### config.mk
export PLATFORM = sky130hd
export DESIGN_NAME = fbp_square
export DESIGN_NICKNAME = d
export VERILOG_FILES = /design/src/rtl/core/fbp_pkg.sv /design/src/rtl/core/fbp_square.sv
export SDC_FILE = /design/constraint.sdc
export NUM_CORES = 1
export LEC_CHECK = 0
export BUFFER_PORTS_ARGS = -buffer_cell sky130_fd_sc_hd__buf_2
export CORE_UTILIZATION = 40
export DETAILED_ROUTE_END_ITERATION = 12
export PLACE_DENSITY = 0.65
export SETUP_SLACK_MARGIN = 0.1
export SYNTH_ARGS = -nofsm -noshare
export SYNTH_HDL_FRONTEND = slang
export SYNTH_SLANG_ARGS = --single-unit
export TNS_END_PERCENT = 30
### constraint.sdc
create_clock -name clk -period 20.1 [get_ports clk]
set_input_delay 6.03 -clock clk [delete_from_list [all_inputs] [get_ports clk]]
set_output_delay 6.03 -clock clk [all_outputs]
set_load 0.005 [all_outputs]
### src/rtl/core/fbp_pkg.sv
package fbp_pkg;

  typedef logic signed [15:0] flow_t;
  typedef logic        [15:0] gain_t;
  typedef logic        [7:0]  byte_t;

  // Register map, word index
  localparam logic REG_FLOW_GAIN = 1'b0;

  localparam gain_t GAIN_RESET = 16'd1536;

  // Root bits resolved by the square-root pipe, one per stage
  localparam int unsigned SQRT_STEPS = 16;

  // Upper bound on the root of h*h + v*v over the 16-bit signed range
  localparam logic [31:0] MAG_MAX = 32'd46341;

  // One beat travelling down the square-root pipe
  typedef struct packed {
    logic        valid;
    logic [31:0] rem;
    logic [31:0] root;
    flow_t       h;
    flow_t       v;
  } sqrt_stage_t;

endpackage

### src/rtl/core/fbp_square.sv
module fbp_square (
  input  logic                 clk,
  input  logic                 rst,
  input  logic                 en,
  input  logic                 in_valid,
  input  fbp_pkg::flow_t       h,
  input  fbp_pkg::flow_t       v,
  output fbp_pkg::sqrt_stage_t out
);
  import fbp_pkg::*;

  logic               sq_valid;
  logic signed [31:0] hh;
  logic signed [31:0] vv;
  flow_t              sq_h;
  flow_t              sq_v;

  always_ff @(posedge clk) begin
    if (rst) begin
      sq_valid  <= 1'b0;
      out.valid <= 1'b0;
    end else if (en) begin
      sq_valid  <= in_valid;
      out.valid <= sq_valid;
    end
  end

  always_ff @(posedge clk) begin
    if (en) begin
      hh   <= h * h;
      vv   <= v * v;
      sq_h <= h;
      sq_v <= v;
      // Both squares are at most 2^30, so the sum fits 32 bits unsigned
      out.rem  <= unsigned'(hh) + unsigned'(vv);
      out.root <= '0;
      out.h    <= sq_h;
      out.v    <= sq_v;
    end
  end

endmodule

Yosys cells after proc, flatten, opt, wreduce, memory -nomap -nowiden
Index checks and enable logic that the tools add are counted.
{ "totals": {"reg_bits": 162, "in_bits": 36, "output_inout_bits": 97} }
{ "op_classes": {"add_sub_neg": 1, "multipliers": 2} }
{ "op_table": {"columns": ["cell", "n"], "rows": [
  ["16-bit by 16-bit multiplier with 32-bit output", 2],
  ["32-bit adder", 1]
]} }

Logic depth before layout (Yosys ltp)
{ "logic_depth": {"depth_word": 1, "ltp_mapped": 25, "mapped_depth_nobuf": 24} }

Worst setup path after synthesis
OpenSTA, ideal clock, no wires.
{ "synth_path": {"kind": "input-to-reg", "start": "in v[15]", "end": "reg vv[31], data pin", "setup_ns": 0.260, "t_arrival_ns": 11.708, "t_required_ns": 19.840, "slack_ns": 8.132, "cell_stages": 22, "n_path_buf": 2, "cell_sequence": "clkbuf_1 buf_1 nand2_1 fa_1 inv_1 fa_1 fa_1 fa_1 fa_1 inv_1 fa_1 inv_1 ha_1 a21oi_1 o21bai_1 a21o_1 o2bb2ai_1 o41ai_2 a21oi_1 o21a_1 nor2_1 xnor2_1"} }
{ "synth_via": {"elab_chain_len": 1} }
{ "synth_rtl": {"columns": ["item", "line_no", "source"], "rows": [
  ["start: declaration", "fbp_square.sv:7", "input fbp_pkg::flow_t v,"],
  ["16-bit by 16-bit multiplier with 32-bit output", "fbp_square.sv:31", "vv <= v * v;"],
  ["end signal: assignment", "fbp_square.sv:31", null],
  ["end: declaration", "fbp_square.sv:14", "logic signed [31:0] vv;"]
]} }
No other way between the ends.
A chain may end at the register's enable or synchronous reset.

Final worst setup path
Ends and elaborated chain as after synthesis.

==> metrics.log <==
INFO  metric path_clk_slew = 90 ps
INFO  metric synth_cell_types = 68
INFO  metric core_area = 59400 um2
INFO  metric synthesis.area = 24100 um2
INFO  metric first_global_vias = 16800
INFO  metric grt_first_pass_wirelength = 82.0 mm
INFO  metric synthTopCellsByCount = 651 x sky130_fd_sc_hd__inv_1, 468 x sky130_fd_sc_hd__fa_1, 210 x sky130_fd_sc_hd__ha_1
INFO  metric clock_latency = 500 ps
INFO  metric dieArea = 61300 um2
INFO  metric syn_to_final_growth = 7.14%
INFO  metric nFillCells = 5566
INFO  metric drtIter0Drc = 870
INFO  metric timing.clock.skew = 22.4 ps
INFO  metric grt_start_max_net_pins = 86
INFO  metric route.detailed.drc = 6
INFO  metric area.sequential = 4720 um2
INFO  metric fin_nets = 3121
INFO  metric setup.worst_path.end_class = flip-flop
INFO  metric cts.sinks = 158
INFO  metric post-synth-top-area-cell = sky130_fd_sc_hd__fa_1
INFO  metric floorplan.initialDensity = 0.406
INFO  metric post_synth_edffs = 156
INFO  metric final-max-slew-violation-count = 0
INFO  metric ys_flop_type = sky130_fd_sc_hd__edfxtp_1
INFO  metric routed-via-count = 15500
INFO  metric required = 20320 ps
INFO  metric tritoncts_clock_tree = yes
INFO  metric tns = 0 ps
INFO  metric critical_path_arrival = 12730 ps
INFO  metric ctsResizeCount = 0
INFO  metric timing_limited_maximum_frequency = 80.0 MHz
INFO  metric core.rowCount = 89
INFO  metric numCtsBuffers = 17
INFO  metric worstSetupPathType = primary input to flip-flop
INFO  metric globalRouteTotalUtil = 0.172
INFO  metric rsz_0062_raised_after_global_routing = false
INFO  metric drt-total-wl = 49.2 mm
INFO  metric most_common_cell_in_the_synthesized_netlist = sky130_fd_sc_hd__inv_1
INFO  metric drt-vias-per-instance = 4.85
INFO  metric cts.htree.levels = 4
INFO  metric met3_wire_len = 2.39 mm
INFO  metric synth_sequential_area_ratio = 0.196
INFO  metric maxSlewHeadroom = 0.370
INFO  metric multi_input_area = 16600 um2
INFO  metric failed_checks = DRC
INFO  metric synth.area.top_cells = sky130_fd_sc_hd__fa_1 39%, sky130_fd_sc_hd__edfxtp_1 19%, sky130_fd_sc_hd__ha_1 11%
INFO  metric postSynth.asyncResetShare = 0
INFO  metric post_cts_hold_buffers = 0
INFO  metric port_buffers = 100
INFO  metric final.hold.worst_slack = 409 ps
INFO  metric synth.ff_latch_count = 158
INFO  metric met2_routed_wl = 25.6 mm
INFO  metric minimum_clock_period = 12500 ps
INFO  metric met1Wirelength = 20.4 mm
INFO  metric chipWidth = 248 um
INFO  metric antenna_left = 0
INFO  metric diodes = 0
INFO  metric yosysWarnings = 0
INFO  metric drt-pass1-iter-count = 13
INFO  metric dr.max_layer_used = met4
INFO  metric chipHeight = 248 um
INFO  metric post_cts.repair.setup_buffers = 0
INFO  metric worst_hold_path_type = flip-flop to flip-flop
INFO  metric grt_antenna_before_repair = 0
INFO  metric grt_remaining_overflow = 0
INFO  metric timing.max_cap.violations = 0
INFO  metric worst-slew-pin-transition = 944 ps
INFO  metric cts_root_buffer = sky130_fd_sc_hd__clkbuf_16
INFO  metric syn_avg_cell_area = 10.3 um2
INFO  metric layout_worst_path_cycle_share = 0.622
INFO  metric wire_per_inst = 15.4 um
INFO  metric report.final.hold_viol_count = 0
INFO  metric outcome = finished with violations
INFO  metric netlist_instances = 2339
INFO  metric detailed_place_hpwl = 40.2 mm
INFO  metric gp_routability_congestion = 0.887
INFO  metric startpoint_types = primary input
INFO  metric setup_viol = 0
INFO  metric floorplan.io_pins = 133
INFO  metric share_of_layout_cells_above_drive_strength_1 = 0.0665
INFO  metric worstPathMaxFanout = 21
INFO  metric synth_top_area_frac = 0.388
INFO  metric cts_max_path_buffers = 2
registers in the layout, summed over array words and instances, names as in the netlist:
| name | flops |
|---|---|
| sq_valid | 1 |
| vv | 31 |
| sq_v | 15 |
| sq_h | 15 |
| out | 65 |
| hh | 31 |
layout by cell type (no fill, tap or decap), drive strengths merged, types with 64 or more instances in the layout:
cell type,Yosys,routed
xnor2,89,89
edfxtp,156,156
nand2,171,171
nor2,104,104
ha,210,210
and2,81,81
a21oi,64,64
fa,468,468
inv,651,658
buf,36,101
cell families after synthesis:
group	synth area share
compound gates	0.0585
xor+xnor	0.0403
fa+ha+maj	0.497
buf+inv	0.119
flops	0.196
mux	0.00166
other cells	0.000155
simple gates	0.0869
layout make-up:
| class | instances | share of cell area |
|---|---|---|
| Tap cell | 773 | 0.0374 |
| Timing Repair Buffer | 101 | 0.0199 |
| Clock inverter | 15 | 0.00508 |
| Multi-Input combinational cell | 1478 | 0.644 |
| Sequential cell | 158 | 0.183 |
| Clock buffer | 17 | 0.0165 |
| Inverter | 651 | 0.0946 |
worst max-delay path, cell delays in order:
cell and delay (ps):
sky130_fd_sc_hd__buf_2 370, sky130_fd_sc_hd__inv_1 420, sky130_fd_sc_hd__nor2_1 320, sky130_fd_sc_hd__fa_1 600, sky130_fd_sc_hd__fa_1 900, sky130_fd_sc_hd__fa_1 530
sky130_fd_sc_hd__fa_1 500, sky130_fd_sc_hd__fa_1 490, sky130_fd_sc_hd__inv_1 50, sky130_fd_sc_hd__fa_1 470, sky130_fd_sc_hd__inv_1 40, sky130_fd_sc_hd__ha_1 310
sky130_fd_sc_hd__a21oi_1 180, sky130_fd_sc_hd__o21bai_1 100, sky130_fd_sc_hd__a21o_1 200, sky130_fd_sc_hd__o2bb2ai_1 170, sky130_fd_sc_hd__o41ai_2 450, sky130_fd_sc_hd__a21oi_1 180
sky130_fd_sc_hd__o21a_1 200, sky130_fd_sc_hd__nor2_1 110, sky130_fd_sc_hd__xnor2_1 80
final timing paths:
| path | start | to | slack, ps | cells past startpoint |
|---|---|---|---|---|
| hold reg to reg | sq_h[3] | out[19] | 410 | 0 |
| hold / removal | sq_h[3] | out[19] | 410 | 0 |
| setup / recovery | v[15] | vv[31] | 7600 | 21 |
| setup reg to reg | hh[10] | out[86] | 17080 | 10 |
through the flow:
stage	cells	area (um2)	worst slack, ps	util
3_3_place_gp	3161	25300	7420	0.426
6_report	3193	25800	7600	0.435
3_5_place_dp	3161	25300	7100	0.426
5_1_grt	3193	25800	7130	0.435
4_1_cts	3193	25800	7630	0.435
2_1_floorplan	2370	24200	8130	-
layer usage:
metal  vias to the layer above  track usage
li1                       7150            -
met3                        44       0.0302
met1                      8013        0.216
met2                       290        0.301
met5                         -            0
met4                         0       0.0547
Power is left out: the tool's default activity adds up to more than one toggle a clock period on the data nets, which glitch-free logic cannot reach.
