===== src/rtl/core/fbp_pkg.sv =====
package fbp_pkg;

  typedef logic signed [15:0] flow_t;
  typedef logic        [15:0] gain_t;
  typedef logic        [7:0]  byte_t;

  // Register map, word index
  localparam logic REG_FLOW_GAIN = 1'b0;

  localparam gain_t GAIN_RESET = 16'd1536;

  // Root bits resolved by the square-root pipe, one per stage
  localparam int unsigned SQRT_STEPS = 16;

  // Upper bound on the root of h*h + v*v over the 16-bit signed range
  localparam logic [31:0] MAG_MAX = 32'd46341;

  // One beat travelling down the square-root pipe
  typedef struct packed {
    logic        valid;
    logic [31:0] rem;
    logic [31:0] root;
    flow_t       h;
    flow_t       v;
  } sqrt_stage_t;

endpackage


===== src/rtl/core/fbp_sqrt_stage.sv =====
module fbp_sqrt_stage #(
  parameter int unsigned STEP = 0
) (
  input  logic                 clk,
  input  logic                 rst,
  input  logic                 en,
  input  fbp_pkg::sqrt_stage_t in,
  output fbp_pkg::sqrt_stage_t out
);
  import fbp_pkg::*;

  localparam logic [31:0] BIT = 32'd1 << (30 - 2 * STEP);

  logic [31:0] trial;
  logic        take;

  assign trial = in.root + BIT;
  assign take  = in.rem >= trial;

  always_ff @(posedge clk) begin
    if (rst) begin
      out.valid <= 1'b0;
    end else if (en) begin
      out.valid <= in.valid;
    end
  end

  always_ff @(posedge clk) begin
    if (en) begin
      out.rem  <= take ? in.rem - trial : in.rem;
      out.root <= take ? (in.root >> 1) + BIT : in.root >> 1;
      out.h    <= in.h;
      out.v    <= in.v;
    end
  end

endmodule


===== config.mk =====
export PLATFORM = sky130hd
export DESIGN_NAME = fbp_sqrt_stage
export DESIGN_NICKNAME = d
export VERILOG_FILES = /design/src/rtl/core/fbp_pkg.sv /design/src/rtl/core/fbp_sqrt_stage.sv
export SDC_FILE = /design/constraint.sdc
export NUM_CORES = 1
export LEC_CHECK = 0
export ABC_AREA = 1
export BUFFER_PORTS_ARGS = -buffer_cell sky130_fd_sc_hd__buf_2
export CAP_MARGIN = 20
export CORE_UTILIZATION = 56
export DETAILED_ROUTE_END_ITERATION = 10
export GPL_TIMING_DRIVEN = 0
export PLACE_DENSITY = 0.87
export REMOVE_ABC_BUFFERS = 1
export SYNTH_ARGS = -nofsm -noshare
export SYNTH_HDL_FRONTEND = slang
export SYNTH_SLANG_ARGS = --single-unit

===== constraint.sdc =====
create_clock -name clk -period 5.6 [get_ports clk]
set_clock_uncertainty 0.05 [all_clocks]
set_input_delay 1.68 -clock clk [delete_from_list [all_inputs] [get_ports clk]]
set_output_delay 1.68 -clock clk [all_outputs]
set_load 0.02 [all_outputs]

======== Word-level counts from Yosys, hierarchy flattened ========
Index checks and enable logic that the tools add are counted.
word-level totals
  register bits after elaboration ......... 97
  output and inout port bits .............. 97
operators by class
  magnitude comparators ................... 1
  multiplexer cells ....................... 2
  add/subtract/negate cells ............... 3
operators with widths
  cell                                             number
  adder 31 x 31 -> 32 bit (second input constant)  1
  adder 32 x 31 -> 32 bit (second input constant)  1
  >= comparator 32 bit                             1
  2-to-1 mux 32 bit                                1
  subtractor 32 bit                                1
  2-to-1 mux 31 bit                                1

======== Depth between registers and ports, before layout ========
  depth after elaboration ................. 3
  gate-level depth with buffers ........... 16
  mapped depth without buffers ............ 15

======== Worst setup path after synthesis ========
Ideal clock, no wire load.
  kind .................................... input -> register
  start point ............................. input in[64] (netlist bit)
  end point ............................... register out[72] (netlist bit), data pin
  data arrival time ....................... 3.201 ns
  setup time .............................. 0.252 ns
  slack ................................... 2.097 ns
  cell stages on the path ................. 16
  path through ............................ inv_1 ha_1 fa_1 inv_1 nand2_1 nand2_1 nand3_1 nand2_2 nand2_1 nand3_2 nand2_2 nand2_4 inv_4 buf_6 nand2_2 nand2_1
on the way
  longest elaborated chain between the ends .. 2
  elaborated cells on any way between the ends .. 3
  those cells by class .................... add/sub (1); order compare (1); mux (1)
RTL lines
  element                                                    line                                        RTL
  from (decl)                                                fbp_sqrt_stage.sv:7                         input fbp_pkg::sqrt_stage_t in,
  subtractor 32 bit or >= comparator 32 bit (tied branches)  fbp_sqrt_stage.sv:30, fbp_sqrt_stage.sv:18
  2-to-1 mux 32 bit *                                        fbp_sqrt_stage.sv:30                        out.rem <= take ? in.rem - trial : in.rem;
  to (decl)                                                  fbp_sqrt_stage.sv:8                         output fbp_pkg::sqrt_stage_t out
Every way passes the cells marked *; elsewhere a longest branch is shown, timed or not.
A chain may end at the register's enable or synchronous reset.

======== Worst setup path in the final report ========
  start point ............................. input in[64] (netlist bit)
  end point ............................... register out[82] (netlist bit), data pin
The elaborated chain is that of the path after synthesis.

==> flow_metrics.env <==
export IMPL_ff2ff_path_depth=2
export IMPL_gp_congestion=0.906
export IMPL_placementRows=37
export IMPL_syn_inst=770
export IMPL_arrival_ns=3.97
export IMPL_powerDensity_mw_per_mm2=277
export IMPL_p_leak_nw=4.10
export IMPL_finalHoldViolCount=0
export IMPL_top_regs="out (97)"
export IMPL_hold_path_depth=2
export IMPL_crit_path_end_kind="flip-flop"
export IMPL_p_int_mw=1.38
export IMPL_io_pin_count=197
export IMPL_final_nets=1105
export IMPL_top_register="out"
export IMPL_ys_seq_area_frac=0.478
export IMPL_dieWidth_um=106
export IMPL_fin_cells=1113
export IMPL_p_comb_frac=0.285
export IMPL_area_growth_pct=22.3
export IMPL_largest_reg_flops=97
export IMPL_final_setup_worst_slack_ns=1.71
export IMPL_fillers=875
export IMPL_critPathMostFrequentCell="nand2_1"
export IMPL_antenna_found_initial=0
export IMPL_hold_class="flip-flop to flip-flop"
export IMPL_cts_tree="built"
export IMPL_crit_path_max_incr_delay_ns=0.36
export IMPL_clk_latency_ns=0.37
export IMPL_antennaDiodeCount=0
export IMPL_layout_drive_gt1_share=0.247
export IMPL_cts_buffer_depth=2
export IMPL_synth_area_mm2=0.00608
export IMPL_rsz0062_at_grt="no"
export IMPL_critical_path_slowest_cell="fa_1"
export IMPL_start_util=0.584
export IMPL_ant_nets=0
export IMPL_synth_edf_count=96
export IMPL_vias=5432
export IMPL_ys_ff_latch=97
export IMPL_reg2reg_from="out[96]"
export IMPL_slew_violations=0
export IMPL_min_delay_start="out[96]"
export IMPL_critPathLaunchType="input port"
export IMPL_dieArea_mm2=0.0113
export IMPL_htreeDepth=3
export IMPL_grt_usage=0.283
export IMPL_worst_hold_path_endpoint="out[96]"
export IMPL_final_util=0.714
export IMPL_design_area_mm2=0.00744
export IMPL_clkSinkCount=97
export IMPL_status="completed"
export IMPL_port_buffers=196
export IMPL_drv_cap=0
export IMPL_synth_ff_type="edfxtp_1"
export IMPL_crit_chain="buf_2, inv_1, ha_1, fa_1, inv_1, nand2_1, nand2_1, nand3_1, nand2_2, nand2_1, nand3_2, nand2_2, nand2_4, inv_4, nand2_1, nand2_1"
export IMPL_die_h_um=106
export IMPL_crit_type="input port to flip-flop"
export IMPL_clkPwrFrac=0.272
export IMPL_fin_tns_setup_ns=0
export IMPL_reg2reg_slack_ns=4.95
export IMPL_cts_resized=0
export IMPL_mostFrequentLayoutCells="nand2_1, buf_2, inv_1"
export IMPL_coreArea_mm2=0.0104
export IMPL_layout_commonest_cell="nand2_1"
export IMPL_post_place_ws_ns=1.33
export IMPL_swShare=0.328
export IMPL_placedInstanceArea_mm2=0.00720
export IMPL_postCtsSetupBuffers=0
export IMPL_synthArstFlopShare=0
export IMPL_min_period_ns=3.89
export IMPL_timing_fmax_mhz=257
export IMPL_worst_ep_required_time_ns=5.68
export IMPL_cts_made_buffers=9
export IMPL_wl_per_cell_um=14.0
export IMPL_cp_max_fo=36
export IMPL_r2r_end="out[96]"
export IMPL_first_pass_iters=7
export IMPL_dpl_hpwl_um=12300
export IMPL_period_share=0.694
export IMPL_grt_pass1_wl_um=24700
export IMPL_wirelength_um=15600
export IMPL_ir_worst_vdd_mv=0.143
export IMPL_worstMarginPinSlew_ns=0.463
export IMPL_synth_distinct_cells=30
export IMPL_drt_initial_drc_count=297
export IMPL_clk_pin_slew_ns=0.10
export IMPL_overflow=0
export IMPL_synth_warning_count=0
export IMPL_drc=0
export IMPL_grt_max_degree=66
export IMPL_p_seq_frac=0.443
export IMPL_grt_pass1_vias=5157
export IMPL_finalSetupViolations=0
export IMPL_power_switching_mw=0.675
export IMPL_postCtsHoldBufs=0
export IMPL_syn_area_per_cell_um2=7.89
export IMPL_via_per_inst=4.88
export IMPL_slew_headroom=0.689
export IMPL_cts_root_buf="clkbuf_8"
export IMPL_dp_cells=1097
## kinds of logic (layout without fill, tap and decap cells)
family          count (synthesis)  in the layout  synth area share
compound gates                 25             25            0.0228
buf+inv                       172            379             0.113
mux                             1              1           0.00165
xor+xnor                       15             15            0.0216
flops                          97             97             0.478
fa+ha+maj                      33             33            0.0692
simple gates                  427            427             0.294
## worst max-delay path: cells and delay by family
kind                       cells  cell delay [ns]
and+or+nand+nor               10             1.18
adders and majority gates      2             0.56
buffers and inverters          4             0.51
## layer usage
layer / part of all wire / wire (um) / vias to the layer above / GRT usage
met4: 0.016 / 253 / 0 / 0.0804
met2: 0.49 / 7680 / 183 / 0.494
met3: 0.067 / 1050 / 20 / 0.0484
met5: 0 / 0 / - / 0
met1: 0.42 / 6630 / 2448 / 0.359
li1: - / - / 2781 / -
## power groups by stage
stage	clock network, mW	registers [mW]	logic (mW)
floorplan	0	1.03	0.272
global placement	0	0.924	0.568
detailed placement	0	0.927	0.584
CTS	0.561	0.912	0.587
global route	0.586	0.917	0.651
finish	0.560	0.911	0.587
## cell type report
type                       count  area [um2]  area share
sequential                    97        2900       0.390
multi-input combinational    501        2490       0.334
timing repair buffer         197        1010       0.136
inverter                     166         626      0.0841
tap                          136         170      0.0229
clock buffer                  10         128      0.0172
clock inverter                 6         113      0.0151
## worst max-delay path by stage
stage	slack, ns	startpoint	endpoint
6_report	1.71	in[64]	out[82]
5_1_grt	1.55	in[64]	out[69]
4_1_cts	1.72	in[64]	out[82]
3_5_place_dp	1.33	in[64]	out[82]
2_1_floorplan	1.95	in[64]	out[91]
3_3_place_gp	1.42	in[32]	out[78]
## synth_stat cells, types with 2 or more instances
library cell,count,area (um2)
nor2_1,41,154
nand2_2,15,93.8
ha_1,32,400
a21oi_1,17,85.1
nor2_2,3,18.8
inv_1,163,612
nor2_4,3,33.8
nor3_1,5,25.0
nand3b_1,3,22.5
o21ai_0,3,15.0
o21bai_1,4,30.0
edfxtp_1,96,2880
xor2_1,14,123
and2_1,3,18.8
buf_6,5,56.3
nand2_1,302,1130
inv_2,2,7.51
nand4_1,6,37.5
nand3_1,42,210
## metrics by stage
stage	total power, mW	hold slack (ns)
floorplan	1.30	0.529
finish	2.06	0.464
detailed placement	1.51	0.448
CTS	2.06	0.470
global route	2.15	0.504
global placement	1.49	0.422
No activity file was read; power rests on OpenSTA's default activity.
