## src/rtl/core/fbp_pkg.sv

```systemverilog
package fbp_pkg;

  typedef logic signed [15:0] flow_t;
  typedef logic        [15:0] gain_t;
  typedef logic        [7:0]  byte_t;

  // Register map, word index
  localparam logic REG_FLOW_GAIN = 1'b0;

  localparam gain_t GAIN_RESET = 16'd1536;

  // Root bits resolved by the square-root pipe, one per stage
  localparam int unsigned SQRT_STEPS = 16;

  // Upper bound on the root of h*h + v*v over the 16-bit signed range
  localparam logic [31:0] MAG_MAX = 32'd46341;

  // One beat travelling down the square-root pipe
  typedef struct packed {
    logic        valid;
    logic [31:0] rem;
    logic [31:0] root;
    flow_t       h;
    flow_t       v;
  } sqrt_stage_t;

endpackage

```

## src/rtl/core/fbp_scale.sv

```systemverilog
module fbp_scale (
  input  logic                clk,
  input  logic                en,
  input  logic signed [16:0]  raw,
  input  fbp_pkg::gain_t      gain,
  output fbp_pkg::byte_t      byte_out
);
  import fbp_pkg::*;

  localparam logic signed [34:0] BIAS = 35'sd1 <<< 23;

  logic signed [33:0] product;
  logic signed [34:0] t;
  logic        [18:0] q;
  logic        [15:0] r;
  logic               up;
  logic        [19:0] q_round;

  assign product = raw * $signed({1'b0, gain});

  always_ff @(posedge clk) begin
    if (en) begin
      t <= 35'(product) + BIAS;
    end
  end

  assign q       = t[34:16];
  assign r       = t[15:0];
  assign up      = (r > 16'h8000) || ((r == 16'h8000) && q[0]);
  assign q_round = 20'(q) + 20'(up);

  always_ff @(posedge clk) begin
    if (en) begin
      if (t[34]) begin
        byte_out <= 8'd0;
      end else if (q_round > 20'd255) begin
        byte_out <= 8'd255;
      end else begin
        byte_out <= q_round[7:0];
      end
    end
  end

endmodule

```

## config.mk

```make
export PLATFORM = sky130hd
export DESIGN_NAME = fbp_scale
export DESIGN_NICKNAME = d
export VERILOG_FILES = /design/src/rtl/core/fbp_pkg.sv /design/src/rtl/core/fbp_scale.sv
export SDC_FILE = /design/constraint.sdc
export NUM_CORES = 1
export LEC_CHECK = 0
export BUFFER_PORTS_ARGS = -buffer_cell sky130_fd_sc_hd__buf_2
export CAP_MARGIN = 10
export CORE_ASPECT_RATIO = 0.5
export CORE_UTILIZATION = 35
export CTS_CLUSTER_SIZE = 28
export DETAILED_ROUTE_END_ITERATION = 16
export HOLD_SLACK_MARGIN = 0.06
export PLACE_DENSITY = 0.52
export SYNTH_ARGS = -nofsm -noshare
export SYNTH_HDL_FRONTEND = slang
export SYNTH_SLANG_ARGS = --single-unit
```

## constraint.sdc

```tcl
create_clock -name clk -period 6.8 [get_ports clk]
set_input_delay 1.36 -clock clk [delete_from_list [all_inputs] [get_ports clk]]
set_output_delay 1.36 -clock clk [all_outputs]
set_load 0.01 [all_outputs]
```

# After elaboration in Yosys (flattened, before gate mapping)
# Cells that the tools add are included.
# totals
ff_bits	43
elab_cells	11
# op_classes
addsub	2
n_mul	1
order_cmp	2
eq_ne	1
n_mux	1
reduce_logical	2
# ops
operator	count
$add A34 B25 Y35 const B	1
$mul A17 B17 Y34	1
$add A19 B1 Y20	1
$gt A20 B8 Y1 const B	1
$eq A16 B16 Y1 const B	1
$gt A16 B16 Y1 const B	1
$mux W8	1
$logic_and A1 B1 Y1	1
$logic_or A1 B1 Y1	1

# Logic depth before layout (Yosys ltp)
# Gate-level depths: netlist of the first run.
# depth
ltp_word	6
depth_mapped	23

# Least setup slack after synthesis of the first run
# OpenSTA, ideal clock, no wires.
# synth_path
path_type	input -> register
startpoint	in raw[16]
endpoint	reg t[34] (data pin)
arrival_ns	6.902
slack_ns	-0.238
cell_stages	19
cell_sequence	clkbuf_1 nand2_1 fa_1 fa_1 inv_1 fa_1 fa_1 fa_1 inv_1 fa_1 inv_1 ha_1 clkbuf_1 a21oi_1 o21ai_0 o311ai_1 a31oi_1 or4_1 nand3_1
# synth_between
elab_chain_cells	2
# synth_rtl
item	line	rtl
start, declared	fbp_scale.sv:4	input logic signed [16:0] raw,
$mul A17 B17 Y34	fbp_scale.sv:19	assign product = raw * $signed({1'b0, gain});
$add A34 B25 Y35	fbp_scale.sv:23	t <= 35'(product) + BIAS;
end signal, assigned	fbp_scale.sv:23	
end, declared	fbp_scale.sv:13	logic signed [34:0] t;
# Every way passes these cells.
# A chain may end at the register's enable or synchronous reset.

# Worst setup path after layout of the first run
# layout_path
startpoint	in gain[2]
endpoint	reg t[33] (data pin)
# layout_between
elab_chain_cells	2
# layout_rtl
item	line	rtl
start, declared	fbp_scale.sv:5	input fbp_pkg::gain_t gain,
$mul A17 B17 Y34	fbp_scale.sv:19	
$add A34 B25 Y35	fbp_scale.sv:23	
# Every way passes these cells.

==> metrics.txt, run 1 <==
pin count of the biggest net entering global routing 44; Final setup viols 0; crit path cell chain buf_2 -> and2_1 -> fa_1 -> inv_1 -> fa_2 -> fa_1 -> fa_1 -> inv_1 -> fa_1 -> inv_1 -> fa_1 -> inv_1 -> ha_4 -> buf_4 -> a21oi_2 -> o21ai_2 -> a2111oi_4 -> o31ai_4 -> a2111o_1 -> o211a_1; # rows 49; Post-Syn Nets approximately 1900; Clk Latency, worst-skew pair 0.29 ns; first-pass GRT wire length 55.2 mm; hold path depth 2; post-route insts no fill 2110; RSZ-0062 raised after global routing true; CP Buf/Inv Count 6; worst setup path category in2reg; setup TNS 0 ns; min-delay src t[23]; Mapped Cells 1434; r2r setup slk 3.29 ns; Yosys reg bits 43; vias post-DR 9914; delay-heaviest family, CP adder cells; synth unique cells 54; Crit Reg-Reg Startpoint t[16]; most frequent CP cell fa_1; Initial Utilization around 36%; Pre-antenna DRT Iters 5; Setup WS pre-CTS -0.378 ns; total grt overflow 0; core box area 36600 sq um; Hold Violations, Final 0; Die Wd 277 um; Yosys Warn Count 0; Vias/cell 4.70; max_cap viols 0; Achievable Freq 150 MHz; status finished clean; crit-path max FO 9; R2R depth 10; PnR worst setup slack about 0.14 ns; number of global-route vias before repair 11300; slowest stage cell, crit path fa_2; Antenna Diode Count 0; sequential area share after synthesis 9.75%; share of the synthesized area in the top cell type 43.5%; Clock Path Buffers 2; Final HPWL DP 28.0 mm; H-tree Lvls 2; worst slew pin tran approximately 1 ns; Reg clk slew, reported paths approximately 0.06 ns; Layout Nets 2053; crit path time final 6.66 ns; layout cells sized above 1 18.1%; Worst path max stage delay 0.57 ns; number of buffers created by CTS 5; Post-synth EDFFs 43; initial antenna violation count 0; Clock Tree Root clkbuf_16; Setup Skew between 0.006 and 0.007 ns; DIE AREA between 30000 and 40000 sq um; DP Cell Count 2100; First DRT Iteration DRCs 526; WP data arrival roughly 6.7 ns; # IOs 43; Slew Limit Fails 0; Final Cycle Share 97.9%; Post-Route WL 31.2 mm; Routed WL per cell about 15 um; Rel. slew slack around a third; Final GP Congestion 0.888; DRC viols 0; TritonCTS clock tree done; post-route ant nets 0; worst min path class reg2reg; die height 140 um; All-Layer GR Usage 17.6%; clock sink count 43; Port Buffers between 40 and 50; Hold EP byte_out[7]; Critical Path RT between 6 and 7 ns; ranking of synthesized cells by area fa_1, inv_1, ha_1; Area Growth Syn to Fin 19.0%; fraction of registers with async set/reset 0%; top_reg_cell synth edfxtp_1; leading area contributor after synthesis fa_1; worst r2r dst byte_out[7]; synthesized cell area ~13000 sq um; crit start category input pin; CTS Hold Buffers Added 0; Worst setup EP type flop; Avg Cell Area, Syn ~9.2 sq um
==> cell usage after synthesis (all sizes together), types with 13 or more instances <==
library cell	n
a21oi	40
and2	164
clkbuf	49
edfxtp	43
fa	288
ha	105
inv	380
nand2	139
nor2	37
nor4	13
o21ai	26
xnor2	23
==> worst register-to-register path: cells and delay by family, from the launching register on <==
kind,cells,cell delay (ns)
AOI/OAI and AO/OA,4,0.97
adders and majority gates,2,0.56
DFF,1,0.44
and+or+nand+nor,4,1.30
==> metal layers <==
layer	global-route usage [%]	vias to the layer above	part of all wire (%)	wire, um
li1	-	4684	-	-
met1	24.3	5068	47	14800
met2	30.8	143	49	15100
met3	2.15	19	3.2	1010
met4	1.70	0	0.83	260
met5	0	-	0	0
==> cell type report <==
cell class | count | area (sq um)
repair buffers | 235 | 1700
clock inverters | 2 | 12.5
flip-flops and latches | 43 | 1290
fillers | 3621 | 20900
inverters | 380 | 1430
clock buffers | 6 | 129
well taps | 484 | 606
multi-input cells | 960 | 10600
==> timing repair <==
item	in CTS	in global routing
pin swaps	0	19
setup buffers	0	2
setup endpoints to repair	2	14
resized for setup	3	70
==> metrics by stage <==
step	util (%)	hold WS, ns	cell area [sq um]
6_report	43.0	0.746	15700
5_1_grt	43.0	0.791	15700
4_1_cts	42.3	0.742	15500
3_5_place_dp	41.8	0.726	15300
3_3_place_gp	41.8	0.724	15300
2_1_floorplan	-	0.657	13300
==> state kept, by name (all words and copies together) (netlist names) <==
name      cells
t            35
byte_out      8
==> layout by cell type (no fill, tap or decap), types with 5 or more instances in the layout <==
| master | netlist | final |
|---|---|---|
| xnor2_1 | 23 | 22 |
| nand4_1 | 10 | 10 |
| ha_1 | 105 | 97 |
| clkbuf_16 | 0 | 5 |
| buf_4 | 0 | 196 |
| xor2_1 | 11 | 11 |
| inv_1 | 380 | 378 |
| edfxtp_1 | 43 | 43 |
| fa_2 | 0 | 5 |
| ha_4 | 0 | 5 |
| nor2_1 | 37 | 36 |
| fa_1 | 288 | 283 |
| and3_1 | 5 | 5 |
| a21oi_2 | 0 | 8 |
| clkbuf_4 | 0 | 7 |
| nand2_1 | 139 | 134 |
| o21a_1 | 5 | 5 |
| a211oi_1 | 10 | 6 |
| nand3_1 | 12 | 11 |
| o21ai_0 | 25 | 18 |
| nor4_1 | 12 | 11 |
| a21o_1 | 11 | 11 |
| a21oi_1 | 40 | 32 |
| and2_1 | 164 | 162 |
| nand2b_1 | 5 | 5 |
| buf_2 | 0 | 30 |
==> logic make-up after synthesis <==
family	Yosys count	synth area share, %
muxes	1	0.0756
AOI/OAI and AO/OA	131	6.46
adders and majority gates	393	53.5
buffers and inverters	431	12.2
and+or+nand+nor	401	15.8
DFF	43	9.75
xor gates and xnor gates	34	2.25
==> worst max-delay path by stage <==
stage	to	slack (ns)	start	cells past startpoint
after detailed placement	t[33]	-0.38	gain[2]	19
after CTS	t[33]	0.02	raw[16]	19
after global routing	t[33]	-0.05	gain[2]	20
final	t[33]	0.14	gain[2]	20
after floorplan	t[34]	-0.003	gain[12]	20
after global placement	t[34]	-0.35	gain[2]	22
Power of run 1 is left out: the tool's default activity adds up to more than one toggle a clock period on the data nets, which glitch-free logic cannot reach.
==> run 2, diff against run 1 <==
- ABC_AREA: not set -> 1
- PLACE_DENSITY: 0.52 -> not set
- PLACE_DENSITY_LB_ADDON: not set -> 0.2
==> metrics.txt, run 2 <==
number of global-route vias before repair 11200 (-0.52%); Clk Latency, worst-skew pair 0.29 ns (about the same); worst slew pin tran 0.963 ns (-0.0542 ns); Antenna Diode Count 0 (unchanged); first-pass GRT wire length 58.4 mm (+5.9%); clock sink count 43 (unchanged); R2R depth 13 (+3); die height 143 um (+2.4%); Achievable Freq 153 MHz (+1.7%); Die Wd 284 um (+2.4%); vias post-DR 10400 (+4.8%); Critical Path RT 6.84 ns (about the same); r2r setup slk 3.90 ns (+0.61 ns); slowest stage cell, crit path fa_1; Filler cells 4036 (+11%); min-delay src t[23]; count leader, synth inv_1; # rows 51 (+4.1%); core box area 39000 sq um (+6.5%); Final setup viols 0 (unchanged); commonest cells in the netlist inv_1, nand2_1, fa_1, ha_1, clkbuf_1; Post-Route WL 33.5 mm (+7.5%); post-route ant nets 0 (unchanged); crit path cell chain buf_2 -> buf_4 -> nand2_1 -> inv_1 -> fa_1 -> inv_1 -> fa_1 -> fa_1 -> fa_1 -> inv_1 -> fa_1 -> inv_1 -> fa_1 -> inv_1 -> ha_1 -> nand2_1 -> nor2_1 -> inv_1 -> o21bai_1 -> nand3_1 -> nand4_1 -> nand2_1; leading area contributor after synthesis fa_1; number of buffers created by CTS 5 (unchanged); crit-path max FO 10 (+1); max_cap viols 0 (unchanged); share of the synthesized area in the top cell type 41.5% (-2.0 points); most frequent cells in the layout inv_1, nand2_1, fa_1, ha_1, buf_4; Layout Nets 2267 (+10%); hold path depth 4 (+2); Port Buffers 42 (unchanged); Routed WL per cell 14.1 um (-4.3%); multi-input gate area in the final layout 10100 sq um (-4.1%); Final HPWL DP 30.4 mm (+8.6%); RSZ-0062 raised after global routing false; sequential area share after synthesis 9.30% (-0.45 points); synth unique cells 33 (-39%); Yosys Warn Count 0 (unchanged); Yosys reg bits 43 (unchanged); H-tree Lvls 2 (unchanged); top_reg_cell synth edfxtp_1; layout cells sized above 1 9.29% (-8.8 points); Worst path max stage delay 0.57 ns (about the same); Hold Violations, Final 0 (unchanged); Initial Utilization 35.6% (-0.57 points); worst min path class reg2reg; Clock Path Buffers 2 (unchanged); Largest register FFs 35 (unchanged); most flop-heavy register t; First DRT Iteration DRCs 656 (+25%); Avg Cell Area, Syn 7.87 sq um (-15%); fraction of registers with async set/reset 0% (unchanged); TritonCTS clock tree done; Vias/cell 4.38 (-6.7%); pin count of the biggest net entering global routing 44 (unchanged); commonest non-fill, non-tap cell in the layout inv_1; Setup crit start gain[2]; synthesized cell area 13900 sq um (+4.9%); worst setup path category in2reg; Worst setup EP type flop; status finished clean; Pre-antenna DRT Iters 6 (+1); Mapped Cells 1763 (+23%); initial antenna violation count 0 (unchanged); crit path time final 6.55 ns (-0.111 ns); Final GP Congestion 0.918 (+3.4%); Final Cycle Share 96.3% (-1.6 points); Slew Limit Fails 0 (unchanged); Rel. slew slack 35.8% (+3.6 points); CTS Hold Buffers Added 0 (unchanged); Area Growth Syn to Fin 11.0%; Largest regs t (35), byte_out (8); DIE AREA 40500 sq um (+4.8%); crit start category input pin; Post-Syn Nets 2191 (+18%); total grt overflow 0 (unchanged); ranking of synthesized cells by area fa_1, inv_1, nand2_1; Post-synth EDFFs 43 (unchanged); All-Layer GR Usage 18.0% (+0.38 points); # IOs 43 (unchanged); DRC viols 0 (unchanged); Reg clk slew, reported paths 0.07 ns (about the same); Clock Tree Root clkbuf_16; Setup Skew 0.00763 ns (+0.00122 ns); WP data arrival 6.59 ns (-0.11 ns); Register Area 1290 sq um (unchanged); Crit Reg-Reg Startpoint t[16]; Hold Slack 0.813 ns (+0.0665 ns)
==> run 2: logic make-up (layout without fill, tap and decap cells) <==
family,count (synthesis),count (layout),synth area share (%)
buf+inv,653,730,17.7
compound gates,77,77,3.09
simple gates,565,565,16.9
flops,43,43,9.30
fa+ha+maj,393,393,51.0
xor+xnor,32,32,2.02
==> run 2: routing by layer <==
layer  global-route usage (%)  wire [um]  up-vias
li1                         -          -     5133
met1                     27.1      17500     5048
met2                     29.7      14600      190
met3                     1.34       1200       14
met4                     1.08        121        0
met5                        0          0        -
==> run 2: critical path, delay by kind of cell <==
family,cells,cell delay [ns]
adders and majority gates,7,3.36
and+or+nand+nor,6,0.79
buffers and inverters,8,0.69
AOI/OAI and AO/OA,1,0.38
==> run 2: cell type report <==
cell class | count | area share (%)
repair buffers | 135 | 6.23
inverters | 587 | 14.3
well taps | 530 | 4.30
clock buffers | 5 | 0.812
multi-input cells | 1067 | 65.8
clock inverters | 3 | 0.154
flip-flops and latches | 43 | 8.38
==> run 2: final timing paths <==
kind / end
setup reg to reg: byte_out[2]
setup / recovery: t[30]
hold reg to reg: byte_out[7]
hold / removal: byte_out[7]
==> run 2: repair_timing <==
item,in CTS,in global routing
gates resized for setup,0,4
buffers inserted,0,0
endpoints found under the setup margin,0,4
==> run 2: metrics by stage <==
step / setup TNS, ns / cells / worst slack, ns / util [%] / cell area, sq um
2_1_floorplan: 0 / 1763 / 0.0208 / - / 13900
3_3_place_gp: -0.338 / 2362 / -0.121 / 39.1 / 15300
3_5_place_dp: -0.327 / 2362 / -0.123 / 39.1 / 15300
4_1_cts: 0 / 2370 / 0.187 / 39.5 / 15400
5_1_grt: 0 / 2370 / 0.00612 / 39.5 / 15400
6_report: 0 / 2370 / 0.255 / 39.5 / 15400
Power of run 2 is left out for the same reason.
